### config.mk
export PLATFORM = sky130hd
export DESIGN_NAME = decimal_number_display_formatter
export DESIGN_NICKNAME = d
export VERILOG_FILES = /design/src/rtl/dndf_pkg.sv /design/src/rtl/dndf_ctrl.sv /design/src/rtl/dndf_datapath.sv /design/src/rtl/decimal_number_display_formatter.sv
export SDC_FILE = /design/constraint.sdc
export NUM_CORES = 1
export LEC_CHECK = 0
export BUFFER_PORTS_ARGS = -buffer_cell sky130_fd_sc_hd__buf_2
export CAP_MARGIN = 10
export CELL_PAD_IN_SITES_DETAIL_PLACEMENT = 0
export CELL_PAD_IN_SITES_GLOBAL_PLACEMENT = 1
export CORE_UTILIZATION = 49
export CTS_CLUSTER_SIZE = 12
export DETAILED_ROUTE_END_ITERATION = 6
export GPL_TIMING_DRIVEN = 0
export PLACE_DENSITY = 0.9
export SKIP_CTS_REPAIR_TIMING = 1
export SYNTH_ARGS = -nofsm -noshare
export SYNTH_HDL_FRONTEND = slang
export SYNTH_SLANG_ARGS = --single-unit
export TNS_END_PERCENT = 5
### constraint.sdc
create_clock -name clock -period 5.2 [get_ports clock]
set_clock_uncertainty 0.2 [all_clocks]
set_input_delay 1.04 -clock clock [delete_from_list [all_inputs] [get_ports clock]]
set_output_delay 1.04 -clock clock [all_outputs]
set_load 0.03 [all_outputs]
### src/rtl/dndf_pkg.sv
`timescale 1ns / 1ps
// Shared constants and control types for the decimal number display formatter.
// Depends on nothing; used by the controller, the datapath and the top level.
package dndf_pkg;

   localparam int VALUE_WIDTH   = 16;
   localparam int FIELD_WIDTH   = 16;
   localparam int VALUE_USED_W  = (VALUE_WIDTH < FIELD_WIDTH) ? VALUE_WIDTH : FIELD_WIDTH;
   localparam int BITS_PER_STEP = 2;
   localparam int CONV_CYCLES   = (VALUE_USED_W + BITS_PER_STEP - 1) / BITS_PER_STEP;
   localparam int BIN_W         = CONV_CYCLES * BITS_PER_STEP;
   localparam int CONV_CNT_W    = (CONV_CYCLES > 1) ? $clog2(CONV_CYCLES) : 1;

   function automatic int digits_for(input int width);
      longint unsigned m;
      int n;
      m = (longint'(1) << width) - 1;
      n = 1;
      while (m >= 10) begin
         m = m / 10;
         n = n + 1;
      end
      return n;
   endfunction

   localparam int NUM_DIGITS  = digits_for(VALUE_USED_W);
   localparam int DIGIT_IDX_W = (NUM_DIGITS > 1) ? $clog2(NUM_DIGITS) : 1;

   localparam logic [7:0] LINE1_BASE = 8'h80;
   localparam logic [7:0] LINE2_BASE = 8'hC0;
   localparam logic [7:0] ASCII_ZERO = 8'h30;
   localparam logic [1:0] LINE_ONE   = 2'd1;
   localparam logic [1:0] LINE_TWO   = 2'd2;
   localparam logic [4:0] MAX_COLUMN = 5'd15;

   typedef struct packed {
      logic load;
      logic step;
      logic find;
      logic advance;
   } dndf_cmd_type;

   typedef struct packed {
      logic last;
   } dndf_status_type;

endpackage

### src/rtl/dndf_ctrl.sv
`timescale 1ns / 1ps
// Controller for the display formatter: sequences load, conversion and output.
// Depends on dndf_pkg for the command and status types.
module dndf_ctrl
   import dndf_pkg::*;
(
   input  logic            clock,
   input  logic            reset,
   input  logic            req_tvalid,
   output logic            req_tready,
   output logic            rsp_tvalid,
   input  logic            rsp_tready,
   input  dndf_status_type sts,
   output dndf_cmd_type    cmd
);

   typedef enum logic [1:0] {
      ST_IDLE,
      ST_CONV,
      ST_FIND,
      ST_EMIT
   } state_type;

   state_type             state_ff, state_in;
   logic [CONV_CNT_W-1:0] cnt_ff, cnt_in;

   always_comb begin
      state_in = state_ff;
      cnt_in   = cnt_ff;
      cmd      = '0;
      case (state_ff)
         ST_IDLE: begin
            if (req_tvalid) begin
               cmd.load = 1'b1;
               cnt_in   = '0;
               state_in = ST_CONV;
            end
         end
         ST_CONV: begin
            cmd.step = 1'b1;
            if (cnt_ff == CONV_CNT_W'(CONV_CYCLES - 1)) begin
               state_in = ST_FIND;
            end else begin
               cnt_in = cnt_ff + 1'b1;
            end
         end
         ST_FIND: begin
            cmd.find = 1'b1;
            state_in = ST_EMIT;
         end
         ST_EMIT: begin
            if (rsp_tready) begin
               cmd.advance = 1'b1;
               if (sts.last) begin
                  state_in = ST_IDLE;
               end
            end
         end
         default: begin
            state_in = ST_IDLE;
         end
      endcase
   end

   always_ff @(posedge clock) begin
      if (reset) begin
         state_ff <= ST_IDLE;
         cnt_ff   <= '0;
      end else begin
         state_ff <= state_in;
         cnt_ff   <= cnt_in;
      end
   end

   assign req_tready = (state_ff == ST_IDLE);
   assign rsp_tvalid = (state_ff == ST_EMIT);

endmodule

### src/rtl/dndf_datapath.sv
`timescale 1ns / 1ps
// Datapath for the display formatter: shift-and-add-3 converter, digit pointer
// and the cursor command register. Depends on dndf_pkg.
module dndf_datapath
   import dndf_pkg::*;
(
   input  logic            clock,
   input  logic [15:0]     value,
   input  logic [1:0]      line,
   input  logic [4:0]      column,
   input  dndf_cmd_type    cmd,
   output dndf_status_type sts,
   output logic            reg_select,
   output logic [7:0]      code
);

   logic [BIN_W-1:0]                  bin_ff, bin_in;
   logic [NUM_DIGITS-1:0][3:0]        bcd_ff, bcd_in;
   logic                              pend_ff, pend_in;
   logic [7:0]                        cmd_code_ff, cmd_code_in;
   logic [DIGIT_IDX_W-1:0]            idx_ff, idx_in;
   logic [NUM_DIGITS-1:0][3:0]        bcd_step;
   logic [BIN_W-1:0]                  bin_step;
   logic [DIGIT_IDX_W-1:0]            top_idx;
   logic                              cursor_ok;

   always_comb begin
      bcd_step = bcd_ff;
      bin_step = bin_ff;
      for (int s = 0; s < BITS_PER_STEP; s++) begin
         for (int d = 0; d < NUM_DIGITS; d++) begin
            if (bcd_step[d] >= 4'd5) begin
               bcd_step[d] = bcd_step[d] + 4'd3;
            end
         end
         bcd_step = (NUM_DIGITS*4)'({bcd_step, bin_step[BIN_W-1]});
         bin_step = {bin_step[BIN_W-2:0], 1'b0};
      end
   end

   always_comb begin
      top_idx = '0;
      for (int d = 0; d < NUM_DIGITS; d++) begin
         if (bcd_ff[d] != 4'd0) begin
            top_idx = DIGIT_IDX_W'(d);
         end
      end
   end

   assign cursor_ok = (column <= MAX_COLUMN) && ((line == LINE_ONE) || (line == LINE_TWO));

   always_comb begin
      bin_in      = bin_ff;
      bcd_in      = bcd_ff;
      pend_in     = pend_ff;
      cmd_code_in = cmd_code_ff;
      idx_in      = idx_ff;
      if (cmd.load) begin
         bin_in      = BIN_W'(value[VALUE_USED_W-1:0]);
         bcd_in      = '0;
         pend_in     = cursor_ok;
         cmd_code_in = ((line == LINE_ONE) ? LINE1_BASE : LINE2_BASE) | {4'd0, column[3:0]};
      end
      if (cmd.step) begin
         bin_in = bin_step;
         bcd_in = bcd_step;
      end
      if (cmd.find) begin
         idx_in = top_idx;
      end
      if (cmd.advance) begin
         if (pend_ff) begin
            pend_in = 1'b0;
         end else begin
            idx_in = idx_ff - 1'b1;
         end
      end
   end

   always_ff @(posedge clock) begin
      bin_ff      <= bin_in;
      bcd_ff      <= bcd_in;
      pend_ff     <= pend_in;
      cmd_code_ff <= cmd_code_in;
      idx_ff      <= idx_in;
   end

   assign sts.last   = !pend_ff && (idx_ff == '0);
   assign reg_select = !pend_ff;
   assign code       = pend_ff ? cmd_code_ff : (ASCII_ZERO | {4'd0, bcd_ff[idx_ff]});

endmodule

### src/rtl/decimal_number_display_formatter.sv
`timescale 1ns / 1ps
// Top level of the decimal number display formatter: controller plus datapath.
// Depends on dndf_pkg, dndf_ctrl and dndf_datapath.
//
//   Channel   Direction  Contents
//   req_*     in         tdata: value[15:0], line[17:16], column[22:18], zero pad
//   rsp_*     out        tdata: code; tuser: reg_select; tlast: last
//
// A request is accepted in idle, then converted by shift-and-add-3 two bits per
// cycle, and then the leading digit is located. Each of the one to six results
// is then shown in turn, and a stalled result holds.
// Reset returns the controller to idle; no request is taken while results remain.
module decimal_number_display_formatter
   import dndf_pkg::*;
(
   input  logic        clock,
   input  logic        reset,
   input  logic        req_tvalid,
   output logic        req_tready,
   input  logic [23:0] req_tdata,   // value[15:0], line[17:16], column[22:18], zero[23]
   output logic        rsp_tvalid,
   input  logic        rsp_tready,
   output logic [7:0]  rsp_tdata,   // code[7:0]
   output logic        rsp_tuser,   // reg_select[0]
   output logic        rsp_tlast
);

   dndf_cmd_type    cmd;
   dndf_status_type sts;

   dndf_ctrl u_ctrl (
      .clock      (clock),
      .reset      (reset),
      .req_tvalid (req_tvalid),
      .req_tready (req_tready),
      .rsp_tvalid (rsp_tvalid),
      .rsp_tready (rsp_tready),
      .sts        (sts),
      .cmd        (cmd)
   );

   dndf_datapath u_datapath (
      .clock      (clock),
      .value      (req_tdata[15:0]),
      .line       (req_tdata[17:16]),
      .column     (req_tdata[22:18]),
      .cmd        (cmd),
      .sts        (sts),
      .reg_select (rsp_tuser),
      .code       (rsp_tdata)
   );

   assign rsp_tlast = sts.last;

   a_no_overlap: assert property (@(posedge clock) disable iff (reset)
      !(req_tready && rsp_tvalid))
      else $error("request taken while results are pending");

   a_cmd_not_last: assert property (@(posedge clock) disable iff (reset)
      (rsp_tvalid && !rsp_tuser) |-> !rsp_tlast)
      else $error("cursor command flagged as last");

   a_digit_range: assert property (@(posedge clock) disable iff (reset)
      (rsp_tvalid && rsp_tuser) |-> (rsp_tdata >= ASCII_ZERO && rsp_tdata <= 8'h39))
      else $error("character outside decimal digits");

   a_conv_gap: assert property (@(posedge clock) disable iff (reset)
      (req_tvalid && req_tready) |=> !rsp_tvalid)
      else $error("result shown before conversion");

endmodule

# Yosys cells after proc, flatten, opt, wreduce, memory -nomap -nowiden
# Index checks and enable logic that the tools add are counted.
# Widths: inputs -> output; s select.
[totals] regBits=53 input_bits=28 output_inout_bits=12 elab_cells=104
[op_classes] addsub=12 magnitude_cmp=12 n_eq_ne=11 n_mux=42 n_bitwise=1 reduce_logical=14
[ops] cell="$ge 4x3->1 const B" count=10
[ops] cell="$mux 20" count=2
[ops] cell="$mux 4" count=9
[ops] cell="$add 4x2->4 const B" count=8
[ops] cell="$mux 16" count=2
[ops] cell="$mux 3" count=8
[ops] cell="$reduce_bool 4->1" count=4
[ops] cell="$bmux 4 s3" count=1
[ops] cell="$mux 2" count=6
[ops] cell="$mux 1" count=10
[ops] cell="$mux 8" count=1
[ops] cell="$or 8x4->8" count=1
[ops] cell="$pmux 2 s4" count=1
[ops] cell="$mux 7" count=1
[ops] cell="$add 3x2->3 const B" count=2
[ops] cell="$eq 2x2->1 const B" count=3
[ops] cell="$ne 2x1->1 const B" count=3
[ops] cell="$pmux 3 s2" count=1
[ops] cell="$le 5x4->1 const B" count=1
[ops] cell="$eq 2x1->1 const B" count=2
[ops] cell="$lt 3x4->1 const B" count=1
[ops] cell="$ne 2x2->1 const B" count=2
[ops] cell="$reduce_and 4->1" count=1
[ops] cell="$reduce_bool 2->1" count=2
[ops] cell="9 further kinds" count=10

# Longest topological paths before layout
# Gate-level depths: netlist of the first run.
[logic_depth] word_depth=8 mapped_depth=11 ltp_nobuf=11

# By module
# From an unflattened synthesis of the first run, not the netlist that was laid out.
[unflattened] hier_cells=312 hier_area_um2=3280.6
[by_module_without_submodules] module="dndf_datapath" n_inst=1 cells_each=269 area_each_um2=2884.0 seq_area_each_um2=1291.2
[by_module_without_submodules] module="dndf_ctrl" n_inst=1 cells_each=43 area_each_um2=396.6 seq_area_each_um2=100.1

# Worst setup path before layout of the first run
# OpenSTA, ideal clock, no wires.
[synth_path] kind="register to output" startpoint="register u_datapath.idx_ff[1]" endpoint="output port rsp_tdata[0]" t_arrival_ns=1.615 required_time_ns=3.960 slack_ns=2.345 path_stages_with_launch=5 n_path_buf=1 cell_sequence="dfxtp_1 clkbuf_1 nor3_1 a22oi_1 o21ai_0"
[synth_via] elab_chain_len=3
[synth_rtl] element="from (decl)" line_no="dndf_datapath.sv:21" source="logic [DIGIT_IDX_W-1:0] idx_ff, idx_in;"
[synth_rtl] element="from (signal assigned)" line_no="dndf_datapath.sv:85" source="idx_ff <= idx_in;"
[synth_rtl] element="$bmux 4 s3" line_no="dndf_datapath.sv:90" source="assign code = pend_ff ? cmd_code_ff : (ASCII_ZERO | {4'd0, bcd_ff[idx_ff]});"
[synth_rtl] element="$mux 4 (implied by the code)" line_no="dndf_datapath.sv:90"
[synth_rtl] element="$mux 8" line_no="dndf_datapath.sv:90"
[synth_rtl] element="to (decl)" line_no="decimal_number_display_formatter.sv:23" source="output logic [7:0] rsp_tdata,"
# No other way between the ends. The select of a mux whose other input is x is not followed.

# Final worst setup path of the first run
# Same ends and word-level chain as after synthesis.

==> metrics.md, run 1 <==
| Metric | Value |
|---|---|
| Initial antenna violation count | `0` |
| RSZ-0062 raised after global routing | `no` |
| Site row count | `29` |
| Inserted Diodes | `0` |
| Max IR drop VDD | `386.5 µV` |
| H-tree Lvls | `2` |
| Die area | `6951 µm²` |
| Hold Path Class | `reg -> reg` |
| Part of the cycle the worst path needs | `61.49%` |
| Crit path time final | `3.198 ns` |
| DR iter-0 viols | `132` |
| CP Max Fanout | `7` |
| Max-slew headroom | `53.03%` |
| Vias/cell | `5.596` |
| Starting density of the core | `50.80%` |
| Largest net degree at the start of global routing | `22` |
| Slew Viols, Final | `0` |
| Clock buffer depth | `2` |
| Post-route DRC | `0` |
| Nets | `424` |
| HPWL Detailed | `5.054 mm` |
| Core Area | `6386 µm²` |
| Clk slew on worst S/H paths | `0.10 ns` |
| First-pass GRT wire length | `11.52 mm` |
| Synthesized area | `3244 µm²` |
| Flops & latches, synth | `50` |
| Wire length per cell after detailed routing | `14.74 µm` |
| Sequential fraction of the synthesis area | `42.88%` |
| CP Launch Type | `flop` |
| Achievable Freq | `312.7 MHz` |
| CTS tree | `done` |
| Worst setup EP type | `output pin` |
| Overflow after GRT | `0` |
| Clock Latency Late Sink | `0.31 ns` |
| Setup Viol. Count Final | `0` |
| Worst-Margin Slew | `0.7029 ns` |
| Status | `complete, no violations` |
| IO buf count | `38` |
| WP data arrival | `1.96 ns` |
| FF-to-FF path depth | `6` |
| TritonRoute pass-1 iters | `5` |
| CTS Sinks | `50` |
| P_leak | `0.001491 µW` |
| Fraction of layout cells with a size suffix above 1 | `18.88%` |
| Final WS setup | `2.003 ns` |
| Total of max-cap violations | `0` |
| Number of global-route vias before repair | `2465` |
| Die X | `83.37 µm` |
| Area of the multi-input gates | `1684 µm²` |
| Synth area leaders | `edfxtp_1 (36%), ha_1 (8.1%), dfxtp_1 (6.8%)` |
| Yosys warnings | `0` |
| Root Buffer | `clkbuf_8` |
| Num CTS Buffers | `5` |
| Final Hold Viols | `0` |
| Worst setup path category | `reg -> out` |
| Syn nets | `378` |
| Syn Area/Cell | `9.861 µm²` |
| P&R area growth vs syn | `13.15%` |
| Cells after Synth | `329` |
| Dominant cell type by area after synthesis | `edfxtp_1` |
| Fillers | `586` |
| PD cells | `747.5 nW/µm²` |
| Setup TNS | `0 ns` |
| Storage cell area | `1391 µm²` |
| CP Data Required Time | `3.96 ns` |
| Gp weighted congestion | `0.8351` |
| All-Layer GR Usage | `20.62%` |
| Chip Height | `83.37 µm` |
| Via count | `2535` |
| WHS Path Cells | `2` |
| Place WS | `2.279 ns` |
| Total Wirelength | `6.676 mm` |
| I/O Pins | `40` |
| Routed Antenna Nets | `0` |
| Post-synth top area share | `36.10%` |
| Synth cell types | `51` |
[report_power, final]
group	total, µW	leakage (µW)	switching, µW	internal, µW
clock network	286	0.0000585	141	144
logic	1610	0.000946	954	656
registers	849	0.000486	155	694
total	2740	0.00149	1250	1490
[layout by cell type (no fill, tap or decap), types with 4 or more instances in the layout]
cell type / instances
clkbuf_8: 5
a22oi_1: 6
o21ai_0: 25
buf_2: 39
a211oi_1: 4
edfxtp_1: 39
nor2_1: 15
a21oi_2: 5
ha_1: 21
clkbuf_1: 9
xnor2_1: 5
nand2b_1: 7
nand3_1: 6
nor3_1: 5
nand2_1: 49
mux2i_1: 10
a21oi_1: 23
inv_1: 23
nor3b_1: 13
dfxtp_1: 11
[sequential cells by signal, summed over array words and instances, names as in the netlist]
| name | cells |
|---|---|
| u_ctrl.cnt_ff | 3 |
| u_ctrl.state_ff | 2 |
| u_datapath.bcd_ff | 20 |
| u_datapath.bin_ff | 16 |
| u_datapath.cmd_code_ff | 5 |
| u_datapath.idx_ff | 3 |
| u_datapath.pend_ff | 1 |
[cells by family after synthesis]
family / count (synthesis) / synth area share (%)
AOI/OAI and AO/OA: 86 / 17.55
xor gates and xnor gates: 7 / 2.121
adders and majority gates: 21 / 8.099
buffers and inverters: 38 / 5.206
DFF: 50 / 42.88
muxes: 18 / 7.597
and+or+nand+nor: 109 / 16.54
[worst max-delay path, cell delays in order (launching register included)]
cell and delay (ns):
dfxtp_1 0.33, clkbuf_1 0.30, mux4_2 0.56, a22oi_1 0.14, o21ai_0 0.12, buf_2 0.21
[cell type report]
class	count	area share (%)
clock buffer	5	1.875
clock inverter	3	1.193
buffer	14	1.772
sequential	50	37.90
multi-input combinational	241	45.88
tap	77	2.624
inverter	24	2.829
timing repair buffer	39	5.930
[final timing paths]
check | start | end | slack, ns
worst max register to register | u_ctrl.state_ff[1]$_SDFFE_PP0P_ | u_datapath.bcd_ff[3]$_SDFFCE_PN0P_ | 2.31
worst min register to register | u_datapath.bin_ff[0]$_SDFFE_PP0P_ | u_datapath.bin_ff[0]$_SDFFE_PP0P_ | 0.26
worst min-delay path | u_datapath.bin_ff[0]$_SDFFE_PP0P_ | u_datapath.bin_ff[0]$_SDFFE_PP0P_ | 0.26
worst max-delay path | u_datapath.idx_ff[1]$_DFF_P_ | rsp_tdata[0] | 2.00
[synth_stat cells, drive strengths merged]
master and instances:
nand3 6, o31ai 2, a22oi 6, inv 23
nand2 49, o211ai 1, a31oi 1, o21ai 27
nand4bb 1, or3b 1, nor3b 13, clkbuf 9
o21bai 1, ha 21, a21oi 30, edfxtp 39
dfxtp 11, o32ai 3, nand2b 8, xnor2 6
nor2 15, a311oi 1, nor2b 3, or4 1
bufinv 1, nor3 5, and3 4, and2 3
buf 5, a211oi 4, mux2 4, xor2 1
mux4 4, a221oi 3, a211o 2, o31a 1
a21boi 2, mux2i 10, o211a 2
[through the flow]
stage / util, % / instance area (µm²) / cells / total power [µW] / hold WS [ns]
after detailed placement: 55.72 / 3558 / 445 / 2467 / 0.2554
after CTS: 57.48 / 3671 / 453 / 2755 / 0.2688
after floorplan: - / 3244 / 329 / 2079 / 0.2366
after global routing: 57.48 / 3671 / 453 / 2980 / 0.3005
after global placement: 55.29 / 3531 / 444 / 2394 / 0.2494
final: 57.48 / 3671 / 453 / 2744 / 0.2646
[metal layers]
metal | wire [µm] | track usage (%) | vias to the layer above
li1 | - | - | 1283
met5 | 0 | 0 | -
met1 | 3141 | 27.62 | 1195
met4 | 100 | 6.740 | 0
met2 | 3152 | 33.16 | 47
met3 | 282 | 4.573 | 10
Power figures use the tool's default switching activity.
==> run 2, diff against run 1 <==
--- a/config.mk
+++ b/config.mk
@@ -9,11 +9,11 @@
 export CAP_MARGIN = 10
 export CELL_PAD_IN_SITES_DETAIL_PLACEMENT = 0
 export CELL_PAD_IN_SITES_GLOBAL_PLACEMENT = 1
-export CORE_UTILIZATION = 49
+export CORE_UTILIZATION = 45
 export CTS_CLUSTER_SIZE = 12
 export DETAILED_ROUTE_END_ITERATION = 6
 export GPL_TIMING_DRIVEN = 0
-export PLACE_DENSITY = 0.9
+export PLACE_DENSITY = 0.84
 export SKIP_CTS_REPAIR_TIMING = 1
 export SYNTH_ARGS = -nofsm -noshare
 export SYNTH_HDL_FRONTEND = slang
==> constraint.sdc (replaced) <==
create_clock -name clock -period 3 [get_ports clock]
set_clock_uncertainty 0.2 [all_clocks]
set_input_delay 0.6 -clock clock [delete_from_list [all_inputs] [get_ports clock]]
set_output_delay 0.6 -clock clock [all_outputs]
set_load 0.03 [all_outputs]
==> metrics.md, run 2 (same netlist as run 1, synthesis figures left out) <==
| Metric | Value |
|---|---|
| Status | `complete, no violations` |
| All-Layer GR Usage | `19.93%` |
| Hold Path Class | `in -> reg` |
| DR iter-0 viols | `131` |
| P&R area growth vs syn | `13.42%` |
| I/O Pins | `40` |
| Total Wirelength | `6.697 mm` |
| Die area | `7553 µm²` |
| Max IR drop VDD | `479.9 µV` |
| Chip Height | `86.91 µm` |
| Via count | `2503` |
| CP Launch Type | `flop` |
| TritonRoute pass-1 iters | `4` |
| Largest net degree at the start of global routing | `21` |
| Num CTS Buffers | `5` |
| Initial antenna violation count | `0` |
| Leading cell types in the layout, fill and taps excluded | `nand2_1 (48), buf_2 (39), edfxtp_1 (39)` |
| Min-delay src | `req_tdata[19]` |
| Nets | `424` |
| Biggest regs | `u_datapath.bcd_ff (20), u_datapath.bin_ff (16), u_datapath.cmd_code_ff (5)` |
| First-pass GRT wire length | `11.61 mm` |
| Crit path time final | `2.770 ns` |
| CP Data Required Time | `2.20 ns` |
| RSZ-0062 raised after global routing | `no` |
| Root Buffer | `clkbuf_8` |
| Clock Latency Late Sink | `0.32 ns` |
| Worst-Margin Slew | `0.6746 ns` |
| Slew Viols, Final | `0` |
| Setup crit start | `u_datapath.idx_ff[1]$_DFF_P_` |
| CTS Sinks | `50` |
| Inserted Diodes | `0` |
| Worst setup EP type | `output pin` |
| Layout Utilization | `53.57%` |
| Post-route DRC | `0` |
| Total of max-cap violations | `0` |
| Top reg by flops | `u_datapath.bcd_ff` |
| Fillers | `625` |
| Cells after DPL | `464` |
| Final Hold Viols | `0` |
| Setup Viol. Count Final | `0` |
| Die X | `86.91 µm` |
| Starting density of the core | `47.23%` |
| Final WS setup | `0.2304 ns` |
| Place WS | `0.04018 ns` |
| Core Area | `6869 µm²` |
| Max-slew headroom | `55.03%` |
| Setup TNS | `0 ns` |
| Most common cell after layout, fill and taps aside | `nand2_1` |
| Max FFs per register | `20` |
| Fraction of layout cells with a size suffix above 1 | `19.15%` |
| HPWL Detailed | `5.094 mm` |
| IO buf count | `38` |
| Non-Filler Instances | `472` |
| Vias/cell | `5.303` |
| Clock buffer depth | `2` |
| Worst setup path category | `reg -> out` |
| Gp weighted congestion | `0.7494` |
| FF-to-FF Start | `u_ctrl.state_ff[1]$_SDFFE_PP0P_` |
| Overflow after GRT | `0` |
| Clk slew on worst S/H paths | `0.10 ns` |
| Number of global-route vias before repair | `2399` |
| Achievable Freq | `361.1 MHz` |
| H-tree Lvls | `2` |
| PD cells | `1275 nW/µm²` |
| Part of the cycle the worst path needs | `92.32%` |
| CTS tree | `done` |
| Site row count | `30` |
| CP Max Fanout | `7` |
| P_leak | `0.001481 µW` |
| Routed Antenna Nets | `0` |
| WP data arrival | `1.97 ns` |
| Wire length per cell after detailed routing | `14.19 µm` |
==> run 2: cell count changes in the layout (fill, tap and decap cells not counted) <==
cell,change
inv_6,+1
bufinv_16,-1
clkinv_4,+1
nand2_1,-1
clkinv_2,-1
nand2_2,+1
==> run 2: worst max-delay path, cell delays in order, from the launching register on <==
cell	delay (ns)
dfxtp_1	0.32
clkbuf_1	0.31
mux4_2	0.56
a22oi_1	0.14
o21ai_0	0.12
buf_2	0.21
==> run 2: final cells by class <==
class / count / area (µm²) / area share (%)
plain buffers: 14 / 65.06 / 1.768
clock buffers: 5 / 68.82 / 1.870
clock inverters: 3 / 26.28 / 0.7140
inverters: 24 / 103.9 / 2.822
multi-input cells: 241 / 1687 / 45.83
flip-flops and latches: 50 / 1391 / 37.81
well taps: 96 / 120.1 / 3.264
repair buffers: 39 / 217.7 / 5.916
==> run 2: path summary, 6_finish.rpt <==
check | slack, ns | depth (start not counted) | end
worst min-delay path | 0.25 | 1 | u_datapath.cmd_code_ff[1]$_DFFE_PP_
worst min register to register | 0.27 | 2 | u_datapath.bin_ff[0]$_SDFFE_PP0P_
worst max-delay path | 0.23 | 5 | rsp_tdata[0]
worst max register to register | 0.31 | 6 | u_datapath.bcd_ff[11]$_SDFFCE_PN0P_
==> run 2: through the flow <==
| stage | power [µW] | area [µm²] | hold WS, ns |
|---|---|---|---|
| final | 4691 | 3680 | 0.2476 |
| after global routing | 5117 | 3680 | 0.2376 |
| after CTS | 4712 | 3677 | 0.2424 |
| after detailed placement | 4277 | 3582 | 0.2495 |
| after global placement | 4156 | 3555 | 0.2475 |
| after floorplan | 3603 | 3244 | 0.2366 |
==> run 2: routing by layer <==
layer  track usage [%]  wire length (µm)  up-vias
li1                  -                 -     1279
met1             27.81              3290     1167
met2             31.78              3068       49
met3             4.645               270        8
met4             3.939                68        0
met5                 0                 0        -
==> run 2: power by group <==
| group | internal [µW] | total [µW] | leakage (µW) | switching, µW |
|---|---|---|---|---|
| logic | 1140 | 2790 | 0.000946 | 1650 |
| clock network | 172 | 428 | 0.0000491 | 256 |
| registers | 1200 | 1480 | 0.000486 | 275 |
| total | 2510 | 4690 | 0.00148 | 2180 |
==> run 3, diff against run 2 <==
--- a/config.mk
+++ b/config.mk
@@ -9,11 +9,12 @@
 export CAP_MARGIN = 10
 export CELL_PAD_IN_SITES_DETAIL_PLACEMENT = 0
 export CELL_PAD_IN_SITES_GLOBAL_PLACEMENT = 1
-export CORE_UTILIZATION = 45
+export CORE_UTILIZATION = 47
+export CTS_BUF_LIST = sky130_fd_sc_hd__clkbuf_8
 export CTS_CLUSTER_SIZE = 12
 export DETAILED_ROUTE_END_ITERATION = 6
 export GPL_TIMING_DRIVEN = 0
-export PLACE_DENSITY = 0.84
+export PLACE_DENSITY = 0.87
 export SKIP_CTS_REPAIR_TIMING = 1
 export SYNTH_ARGS = -nofsm -noshare
 export SYNTH_HDL_FRONTEND = slang
==> constraint.sdc (replaced) <==
create_clock -name clock -period 2.85 [get_ports clock]
set_clock_uncertainty 0.2 [all_clocks]
set_input_delay 0.57 -clock clock [delete_from_list [all_inputs] [get_ports clock]]
set_output_delay 0.57 -clock clock [all_outputs]
set_load 0.03 [all_outputs]
==> metrics.md, run 3 (same netlist as run 1, synthesis figures left out) <==
| Metric | Value |
|---|---|
| Clk network pwr share | `8.9%` |
| Die area | `7239 µm²` |
| P&R area growth vs syn | `12.69%` |
| P_leak | `0.001480 µW` |
| Root Buffer | `clkbuf_8` |
| Nets | `424` |
| Post-route DRC | `0` |
| Core Area | `6495 µm²` |
| Worst setup EP type | `flop` |
| Combinational share of power | `59.8%` |
| Max-slew headroom | `55.15%` |
| Final instance area | `3656 µm²` |
| Slew Viols, Final | `0` |
| PD cells | `1359 nW/µm²` |
| Leading cell types in the layout, fill and taps excluded | `nand2_1 (48), buf_2 (39), edfxtp_1 (39)` |
| Site row count | `29` |
| All-Layer GR Usage | `20.40%` |
| Total Wirelength | `6.972 mm` |
| Achievable Freq | `370.6 MHz` |
| Fraction of layout cells with a size suffix above 1 | `19.41%` |
| H-tree Lvls | `2` |
| Vias/cell | `5.607` |
| Sw Ratio | `46.83%` |
| Cells after DPL | `445` |
| Non-Filler Instances | `453` |
| Starting density of the core | `49.95%` |
| Met1 Use GR | `28.59%` |
| P_int | `2642 µW` |
| DR iter-0 viols | `98` |
| Met2 GRT Util | `31.82%` |
| CP Launch Type | `flop` |
| Overflow after GRT | `0` |
| Largest net degree at the start of global routing | `21` |
| Gp weighted congestion | `0.7758` |
| CP max-delay cell | `clkbuf_1` |
| Met3 Use GR | `3.113%` |
| WP data arrival | `2.57 ns` |
| Place WS | `-0.1108 ns` |
| IO buf count | `38` |
| Status | `complete, no violations` |
| Chip Height | `85.09 µm` |
| Clock buffer depth | `2` |
| Fillers | `587` |
| Clock Latency Late Sink | `0.31 ns` |
| Area post-placement | `3558 µm²` |
| Wire length per cell after detailed routing | `15.39 µm` |
| Most Crowded Layer GR | `met2` |
| Top reg by flops | `u_datapath.bcd_ff` |
| CTS Sinks | `50` |
| I/O Pins | `40` |
| CP Data Required Time | `2.72 ns` |
| Routed Antenna Nets | `0` |
| Most common cell after layout, fill and taps aside | `nand2_1` |
| RSZ-0062 raised after global routing | `yes` |
| Final WS setup | `0.1520 ns` |
| Crit path time final | `2.698 ns` |
| Worst setup path category | `reg -> reg` |
| Critical Path, Cell by Cell | `inv_1 > ha_1 > bufinv_8 > clkbuf_1 > nand2_2 > buf_16` |
| Number of global-route vias before repair | `2437` |
| TritonRoute pass-1 iters | `4` |
| Sequential power share | `31.4%` |
| Die X | `85.09 µm` |
| Clk slew on worst S/H paths | `0.11 ns` |
| Worst-Margin Slew | `0.6728 ns` |
| Via count | `2540` |
| HPWL Detailed | `5.152 mm` |
| Setup Viol. Count Final | `0` |
| Initial antenna violation count | `0` |
| Max IR drop VDD | `446.9 µV` |
| Final Hold Viols | `0` |
| Total of max-cap violations | `0` |
| Biggest regs | `u_datapath.bcd_ff (20), u_datapath.bin_ff (16), u_datapath.cmd_code_ff (5)` |
| Inserted Diodes | `0` |
| Max FFs per register | `20` |
| Num CTS Buffers | `5` |
| First-pass GRT wire length | `11.49 mm` |
| CTS tree | `done` |
| CP Max Fanout | `20` |
| Hold Path Class | `in -> reg` |
| Slowest cell delay on critical path | `0.48 ns` |
| Sw Pwr | `2327 µW` |
| Part of the cycle the worst path needs | `94.67%` |
run 3: per-stage QoR:
stage | setup TNS, ns | hold WS [ns] | total power, µW | utilization (%)
final | 0 | 0.2339 | 4970 | 56.29
after global routing | -0.03911 | 0.2211 | 5380 | 56.29
after CTS | -2.525 | 0.2320 | 4969 | 56.23
after detailed placement | -2.200 | 0.2512 | 4514 | 54.79
after global placement | -18.10 | 0.2434 | 4388 | 54.36
after floorplan | 0 | 0.2366 | 3793 | -
run 3: layer usage:
layer	part of all wire, %	up-vias
met5	0	-
met4	2.2	0
met3	3.0	15
met2	45	45
met1	50	1200
li1	-	1280
run 3: layout make-up:
cell class	instances	area [µm²]	share of cell area [%]
Buffer	14	66.31	1.814
Sequential cell	50	1391	38.06
Tap cell	77	96.34	2.635
Multi-Input combinational cell	241	1687	46.13
Clock buffer	5	68.82	1.882
Clock inverter	3	25.02	0.6845
Inverter	24	103.9	2.841
Timing Repair Buffer	39	217.7	5.955
run 3: worst paths after layout:
path / startpoint / to / slack (ns) / cells after the start
min reg2reg: u_datapath.bin_ff[0]$_SDFFE_PP0P_ / u_datapath.bin_ff[0]$_SDFFE_PP0P_ / 0.27 / 2
max: u_ctrl.state_ff[1]$_SDFFE_PP0P_ / u_datapath.bcd_ff[13]$_SDFFCE_PN0P_ / 0.15 / 6
max reg2reg: u_ctrl.state_ff[1]$_SDFFE_PP0P_ / u_datapath.bcd_ff[13]$_SDFFCE_PN0P_ / 0.15 / 6
min: req_tdata[21] / u_datapath.cmd_code_ff[3]$_DFFE_PP_ / 0.23 / 1
run 3: power groups by stage:
stage               sequential (µW)  combinational (µW)  clock [µW]
finish                         1560                2970         440
global route                   1600                3310         473
CTS                            1560                2970         445
detailed placement             1570                2940           0
global placement               1570                2820           0
floorplan                      1480                2310           0
run 3: critical path, delay by kind of cell (launching register included):
kind                       cells  cell delay, ns
and+or+nand+nor                1            0.42
adders and majority gates      1            0.32
buffers and inverters          4            1.14
DFF                            1            0.38
